===== config.mk =====
export PLATFORM = sky130hd
export DESIGN_NAME = lahd_front
export DESIGN_NICKNAME = d
export VERILOG_FILES = /design/src/rtl/lzss_adaptive_huffman_decoder_assert.svh /design/src/rtl/lahd_pkg.sv /design/src/rtl/lahd_front.sv
export SDC_FILE = /design/constraint.sdc
export NUM_CORES = 1
export LEC_CHECK = 0
export BUFFER_PORTS_ARGS = -buffer_cell sky130_fd_sc_hd__buf_2
export CORE_MARGIN = 2
export CORE_UTILIZATION = 53
export DETAILED_ROUTE_END_ITERATION = 12
export GPL_ROUTABILITY_DRIVEN = 0
export PLACE_DENSITY = 0.8
export SLEW_MARGIN = 40
export SYNTH_ARGS = -nofsm -noshare
export SYNTH_HDL_FRONTEND = slang
export SYNTH_SLANG_ARGS = --single-unit

===== constraint.sdc =====
create_clock -name clk -period 2.8 [get_ports clk]
set_input_delay 0.7 -clock clk [delete_from_list [all_inputs] [get_ports clk]]
set_output_delay 0.7 -clock clk [all_outputs]
set_load 0.005 [all_outputs]

===== src/rtl/lzss_adaptive_huffman_decoder_assert.svh =====
// Assertion macros for the decoder block.
// Needs clk and arst_n in the scope of every use.
`ifndef LZSS_ADAPTIVE_HUFFMAN_DECODER_ASSERT_SVH
`define LZSS_ADAPTIVE_HUFFMAN_DECODER_ASSERT_SVH
// condition that must hold at every clock edge out of reset
`define LAHD_CHECK(lbl, expr) \
	lbl: assert property (@(posedge clk) disable iff (!arst_n) (expr)) \
		else $error("lahd check failed");
// condition that must hold in the cycle after the trigger
`define LAHD_CHECK_NEXT(lbl, ante, cons) \
	lbl: assert property (@(posedge clk) disable iff (!arst_n) (ante) |=> (cons)) \
		else $error("lahd sequence check failed");
`endif


===== src/rtl/lahd_pkg.sv =====
// Shared constants, types and the position head decoder of the decoder block.
// No dependencies.
package lahd_pkg;
	localparam int DICT_SIZE  = 4096;
	localparam int MAX_MATCH  = 60;
	localparam int FREQ_LIMIT = 32768;
	localparam int NCHAR      = 256 - 2 + MAX_MATCH;
	localparam int NODES      = NCHAR * 2 - 1;
	localparam int ROOT       = NODES - 1;
	localparam int NODE_W     = $clog2(NODES + NCHAR);
	localparam int SYM_W      = $clog2(NCHAR);
	localparam int HIST_AW    = $clog2(DICT_SIZE);
	localparam int HIST_START = DICT_SIZE - MAX_MATCH;
	localparam int ROOT_CHILD0 = 2 * (ROOT - NCHAR);
	localparam int QDEPTH     = 4;
	localparam int QAW        = $clog2(QDEPTH);

	localparam logic [NODE_W-1:0] NODES_N = NODE_W'(NODES);
	localparam logic [NODE_W-1:0] ROOT_N  = NODE_W'(ROOT);
	localparam logic [NODE_W-1:0] NCHAR_N = NODE_W'(NCHAR);

	localparam logic [1:0] PH_SYM   = 2'd0;
	localparam logic [1:0] PH_HEAD  = 2'd1;
	localparam logic [1:0] PH_TAIL  = 2'd2;
	localparam logic [1:0] PH_ENDED = 2'd3;

	localparam logic [1:0] STAT_DEC = 2'd0;
	localparam logic [1:0] STAT_OK  = 2'd1;
	localparam logic [1:0] STAT_ERR = 2'd2;

	typedef struct packed {
		logic bit_value;
		logic stream_end;
	} item_t;

	typedef struct packed {
		logic [7:0]  out_byte;
		logic        byte_valid;
		logic        run_last;
		logic [1:0]  status;
		logic [31:0] bytes_written;
	} res_t;

	// 8-bit head -> {6-bit high part, count of extra bits}
	function automatic logic [8:0] head_split(input logic [7:0] h);
		logic [5:0] code;
		logic [2:0] extra;
		if (h < 8'd32) begin
			code = 6'd0;
			extra = 3'd1;
		end else if (h < 8'd80) begin
			code = 6'd1 + 6'((h - 8'd32) >> 4);
			extra = 3'd2;
		end else if (h < 8'd144) begin
			code = 6'd4 + 6'((h - 8'd80) >> 3);
			extra = 3'd3;
		end else if (h < 8'd192) begin
			code = 6'd12 + 6'((h - 8'd144) >> 2);
			extra = 3'd4;
		end else if (h < 8'd240) begin
			code = 6'd24 + 6'((h - 8'd192) >> 1);
			extra = 3'd5;
		end else begin
			code = 6'd48 + 6'(h - 8'd240);
			extra = 3'd6;
		end
		return {code, extra};
	endfunction
endpackage


===== src/rtl/lahd_front.sv =====
// Input side: takes bit transactions and queues them for the decode engine.
// Depends on lahd_pkg.
module lahd_front (
	input  logic            clk,
	input  logic            arst_n,
	input  logic            enable,
	input  logic            s_tvalid,
	output logic            s_tready,
	input  logic [7:0]      s_tdata,
	input  logic            s_tuser,
	output logic            q_valid,
	output lahd_pkg::item_t q_item,
	input  logic            q_pop
);
	import lahd_pkg::*;

	item_t            mem_q [QDEPTH];
	logic [QAW-1:0]   wp_q, rp_q;
	logic [QAW:0]     cnt_q;
	logic             push;

	assign s_tready = enable && (cnt_q != (QAW+1)'(QDEPTH));
	assign push     = s_tvalid && s_tready;
	assign q_valid  = (cnt_q != '0);
	assign q_item   = mem_q[rp_q];

	always_ff @(posedge clk) begin
		if (push) begin
			mem_q[wp_q] <= '{bit_value: s_tdata[0], stream_end: s_tuser};
		end
	end

	always_ff @(posedge clk or negedge arst_n) begin
		if (!arst_n) begin
			wp_q  <= '0;
			rp_q  <= '0;
			cnt_q <= '0;
		end else begin
			if (push) wp_q <= wp_q + 1'b1;
			if (q_pop) rp_q <= rp_q + 1'b1;
			if (push && !q_pop) cnt_q <= cnt_q + 1'b1;
			else if (!push && q_pop) cnt_q <= cnt_q - 1'b1;
		end
	end
endmodule


==> metrics.cfg, run 1 <==
[setup_path]
crit_path_end_kind = primary output
crit_path_cell_trace = mux4_1 > buf_2
cpPeakStageDelay_ns = 0.56
crit_fanout = 4
slowest_stage = mux4_1
cp.arrival_ns = 1.41
path_class = reg2out
required_ns = 2.10
critPathLaunchType = flip-flop
r2r_setup_slack_ns = 0.84

[cts]
clkTransAtPathRegs_ns = 0.08
cts-root-buf = clkbuf_4
post-cts-setup-buffers = 0
cts_resized = 0
cts_tree = done
cts_buffer_depth = 2
clk_latency_ns = 0.28
htreeDepth = 1
cts_num_sinks = 15
cts_buffers = 3
holdBufCountCts = 0

[synthesis]
synthTopCellsByArea = edfxtp_1 (33%), dfrtp_1 (24%), ha_1 (8.7%)
yosysWarnings = 0
synthCells = 46
synth_cell_types = 17
synth_top_area_share = 0.332
synth-seq-cells = 15
yosysSeqAreaShare = 0.574
post_synth.cell_area_avg_sq_um = 15.7
yosysTopAreaCell = edfxtp_1
synth_area_sq_um = 723
synth_fp_nets = 66

[global_route]
globalRoute.totalOverflow = 0
grtUsageMet2 = 0.285
grt_max_degree = 9
grtUsageTotal = 0.161
grt_pass1_wl_microns = 1640
met1_usage = 0.173
antenna_found_initial = 0
grt_pass1_vias = 396
gr-max-usage-layer = met2
gr-usage-met3 = 0.0326

[layout]
drive_gt1_frac = 0.367
syn_to_final_growth_pct = 13.1
mostFrequentLayoutCells = buf_2 (10), edfxtp_1 (8), dfrtp_1 (7)
diodes = 0
layout_commonest_cell = buf_2
layout.nets = 81
final_area_sq_um = 818

[drt]
drtIter0Drc = 2
drcViolationCount = 0
wl_per_cell_microns = 14.0
vias = 386
via_per_inst = 5.15
drt-total-wl_microns = 1050
drtPass1Iterations = 4
ant_nets = 0

[die]
core_area_sq_um = 1280
initial_core_util = 0.563
die-area_sq_um = 1680
fp-row-count = 13
dieWidth_microns = 40.9
io_pins = 18
die_h_microns = 40.9

[place]
place_area_sq_um = 792
dp_slack_ns = 0.519
io_buffers = 10
dp_hpwl_microns = 839

[outcome]
status = finished, final reports clean

[timing]
setup_violations = 0
rsz0062_at_grt = no
tns_ns = 0
fin_skew_ns = 0.00125
finalHoldViolCount = 0
maxClockFrequency_ghz = 0.474
post-route-min-period_ns = 2.11
worstMarginPinSlew_ns = 0.229
slew_violations = 0
period_share = 0.753
setup_ws_ns = 0.690
slew_headroom = 0.847

[power]
powerDensity_nw_per_um2 = 890
p_leak_nw = 0.354
ir_drop_v = 0.000486

[min_path]
hp-class = in2async

[flow_run]
drv_cap = 0

==> cell type report <==
class,count,area (sq um)
clock buffer,4,26.3
fill,96,467
inverter,4,15.0
multi-input combinational,27,293
sequential,15,415
tap,15,18.8
timing repair buffer,10,50.0
==> worst max-delay path, delay by kind of cell, from the launching register on <==
kind,cells,cell delay [ns]
buffers and inverters,1,0.14
DFF,1,0.43
muxes,1,0.56
==> synthesized netlist by cell type <==
library cell,count
nor2_1,1
nor2_2,1
ha_1,5
edfxtp_1,8
xnor2_1,3
nand2_1,2
mux2_2,1
a21boi_0,1
or3_2,1
xor2_1,3
and2_2,4
dfrtp_1,7
a21oi_4,1
inv_1,4
mux4_1,2
mux2_4,1
fa_1,1
==> flip-flops by register name, indices dropped and copies added, names as in the netlist <==
name / count
mem_q: 8
cnt_q: 3
wp_q: 2
rp_q: 2
==> report_power, final <==
| group | internal [W] | switching (W) |
|---|---|---|
| Clock | 0.0000553 | 0.0000650 |
| Sequential | 0.000300 | 0.0000701 |
| Combinational | 0.000138 | 0.0000994 |
| Total | 0.000493 | 0.000235 |
==> routing by layer <==
| metal | up-vias | share of wire | wire, microns |
|---|---|---|---|
| met4 | 0 | 0.0095 | 10 |
| met3 | 2 | 0.042 | 44 |
| met2 | 7 | 0.53 | 558 |
| met1 | 190 | 0.42 | 438 |
| met5 | - | 0 | 0 |
| li1 | 187 | - | - |
==> stage by stage <==
step                       util  power [W]  std cells  hold slack (ns)
after floorplan               -   0.000542         46            0.404
after global placement    0.616   0.000601         71            0.507
after detailed placement  0.616   0.000619         71            0.508
after CTS                 0.637   0.000738         75            0.242
after global routing      0.637   0.000789         75            0.240
final                     0.637   0.000728         75            0.242
==> cells by family (layout without fill, tap and decap cells) <==
kind of cell               Yosys count  in the layout  synth area share
AOI/OAI and AO/OA                    2              2            0.0329
xor gates and xnor gates             6              6            0.0727
adders and majority gates            6              6             0.114
buffers and inverters                4             18            0.0208
DFF                                 15             15             0.574
muxes                                4              4             0.109
and+or+nand+nor                      9              9            0.0761
==> final timing paths <==
check | startpoint | endpoint | cells after the start
max | rp_q[0] | q_item[1] | 2
min | arst_n | rp_q[1] | 1
max reg2reg | cnt_q[0] | cnt_q[2] | 8
min reg2reg | rp_q[1] | rp_q[1] | 1
max in group asynchronous | arst_n | wp_q[1] | 1
min in group clk | rp_q[1] | rp_q[1] | 1
Note: power is estimated with default switching activity, not from simulation.
==> inputs of run 2 (changes only) <==
--- a/config.mk
+++ b/config.mk
@@ -7,10 +7,10 @@
 export LEC_CHECK = 0
 export BUFFER_PORTS_ARGS = -buffer_cell sky130_fd_sc_hd__buf_2
 export CORE_MARGIN = 2
-export CORE_UTILIZATION = 53
+export CORE_UTILIZATION = 50
 export DETAILED_ROUTE_END_ITERATION = 12
 export GPL_ROUTABILITY_DRIVEN = 0
-export PLACE_DENSITY = 0.8
+export PLACE_DENSITY = 0.76
 export SLEW_MARGIN = 40
 export SYNTH_ARGS = -nofsm -noshare
 export SYNTH_HDL_FRONTEND = slang
==> constraint.sdc (replaced) <==
create_clock -name clk -period 1.95 [get_ports clk]
set_input_delay 0.4875 -clock clk [delete_from_list [all_inputs] [get_ports clk]]
set_output_delay 0.4875 -clock clk [all_outputs]
set_load 0.005 [all_outputs]
==> metrics.cfg, run 2 (synthesized netlist as in run 1, its figures left out) <==
[power]
p_sw_w = 0.000332  ; +41%
power.share.clock = 0.161  ; -0.004
swShare = 0.317  ; -0.00538
ir_drop_v = 0.000776  ; +60%
powerDensity_nw_per_um2 = 1270  ; +42%
p_int_w = 0.000715  ; +45%
power_frac_comb = 0.327  ; about the same
pwr-share-seq = 0.512  ; +0.003
p_leak_nw = 0.358  ; +1.2%
finalPower_w = 0.00105  ; +44%

[die]
core_area_sq_um = 1330  ; +3.8%
die_h_microns = 42.0  ; +2.7%
fp-row-count = 13  ; unchanged
initial_core_util = 0.542  ; -0.0206
io_pins = 18  ; unchanged
die-area_sq_um = 1770  ; +5.4%
dieWidth_microns = 42.0  ; +2.7%

[setup_path]
r2r_start = cnt_q[0]
ff2ff_path_depth = 8  ; unchanged
r2r_setup_slack_ns = 0.13  ; -0.71 ns
critPathLaunchType = flip-flop
slowest_stage = mux4_1
crit_family = multiplexers
cpPeakStageDelay_ns = 0.54  ; -0.02 ns
worstSetupStartpoint = rp_q[0]
path_class = reg2out
critical_path_buf_inv_count = 1  ; unchanged
cp.arrival_ns = 1.37  ; -0.04 ns
required_ns = 1.46  ; -0.64 ns
crit_fanout = 4  ; unchanged
crit_path_end_kind = primary output
crit_path_cell_trace = mux4_1 > buf_2
r2r-end = cnt_q[2]

[global_route]
grt_pass1_wl_microns = 1700  ; +3.3%
grt_pass1_vias = 402  ; +1.5%
grtUsageTotal = 0.130  ; -0.0317
grt_max_degree = 9  ; unchanged
globalRoute.totalOverflow = 0  ; unchanged
antenna_found_initial = 0  ; unchanged

[cts]
post-cts-setup-buffers = 0  ; unchanged
clkTransAtPathRegs_ns = 0.09  ; about the same
cts_buffer_depth = 2  ; unchanged
cts_num_sinks = 15  ; unchanged
htreeDepth = 1  ; unchanged
clk_latency_ns = 0.27  ; about the same
cts_tree = done
cts-root-buf = clkbuf_4
cts_buffers = 3  ; unchanged

[place]
dp_slack_ns = 0.0502  ; -0.469 ns
io_buffers = 10  ; unchanged
dp_hpwl_microns = 786  ; -6.3%

[layout]
drive_gt1_frac = 0.393  ; +0.0268
reg_top3 = mem_q x8, cnt_q x3
syn_to_final_growth_pct = 14.4
fillers = 118  ; +23%
layout_commonest_cell = buf_2
final_util = 0.620  ; -0.0167
largest_register_ffs = 8  ; unchanged
mostFrequentLayoutCells = buf_2 (10), edfxtp_1 (8), dfrtp_1 (6)
diodes = 0  ; unchanged
layout.nets = 82  ; +1.2%
largest-register = mem_q

[timing]
rsz0062_at_grt = no
period_share = 0.953
post-route-min-period_ns = 1.86
fin_skew_ns = 0.00710  ; +0.00585 ns
slew_headroom = 0.868  ; +0.0211
slew_violations = 0  ; unchanged
setup_violations = 0  ; unchanged
setup_ws_ns = 0.0925  ; -0.598 ns
worstMarginPinSlew_ns = 0.198  ; -0.0311 ns
tns_ns = 0  ; unchanged
finalHoldViolCount = 0  ; unchanged
maxClockFrequency_ghz = 0.538

[outcome]
status = finished, final reports clean

[drt]
drtPass1Iterations = 3  ; -1
ant_nets = 0  ; unchanged
drt-total-wl_microns = 967  ; -7.9%
drcViolationCount = 0  ; unchanged
drtIter0Drc = 7  ; +5
vias = 388  ; +0.52%
wl_per_cell_microns = 12.7  ; -9.1%
via_per_inst = 5.11  ; -0.80%

[flow_run]
drv_cap = 0  ; unchanged

[min_path]
hp-class = in2async

[run 2: cell types whose count changed in the layout (fill, tap and decap cells not counted), sizes merged]
cell | previous run | this run
buf | 10 | 11
[run 2: stage by stage]
stage / cells / instance area [sq um] / hold slack, ns
6_report: 76 / 827 / 0.0255
5_1_grt: 76 / 827 / 0.0357
4_1_cts: 76 / 826 / 0.0317
3_5_place_dp: 72 / 800 / 0.328
3_3_place_gp: 72 / 800 / 0.329
2_1_floorplan: 46 / 723 / 0.192
[run 2: worst max-delay path by stage]
stage,to,slack (ns),cells after the start
6_report,q_item[0],0.09,2
2_1_floorplan,cnt_q[2],0.14,8
5_1_grt,cnt_q[2],0.02,8
3_5_place_dp,cnt_q[2],0.05,9
4_1_cts,q_item[0],0.04,2
3_3_place_gp,cnt_q[2],0.07,9
[run 2: layer usage]
metal / share of wire / GRT usage / up-vias
li1: - / - / 189
met4: 0.0083 / 0.0375 / 0
met5: 0 / 0 / -
met1: 0.44 / 0.159 / 189
met2: 0.50 / 0.222 / 8
met3: 0.046 / 0.0388 / 2
[run 2: cell type report]
| cell class | count | area [sq um] | area share |
|---|---|---|---|
| tap | 15 | 18.8 | 0.0227 |
| timing repair buffer | 11 | 57.6 | 0.0696 |
| inverter | 4 | 15.0 | 0.0182 |
| sequential | 15 | 417 | 0.504 |
| multi-input combinational | 27 | 293 | 0.354 |
| clock buffer | 4 | 26.3 | 0.0318 |
[run 2: worst reg2reg max path, stage by stage, from the launching register on]
cell and delay, ns:
dfrtp_1 0.45, nor2_2 0.09, a21oi_4 0.16, ha_1 0.20, inv_1 0.06, fa_1 0.37, xor2_1 0.15, nor2_1 0.11
xor2_1 0.15
[run 2: power by group through the flow]
stage               clock (W)  sequential (W)  combinational, W
global placement            0        0.000538          0.000332
global route         0.000183        0.000552          0.000394
detailed placement          0        0.000542          0.000350
CTS                  0.000169        0.000536          0.000351
floorplan                   0        0.000518          0.000261
finish               0.000168        0.000535          0.000343
[run 2: timing repair]
action,4_1_cts,5_1_grt
gates resized for setup,0,1
endpoints found under the setup margin,0,2
hold buffers,0,0
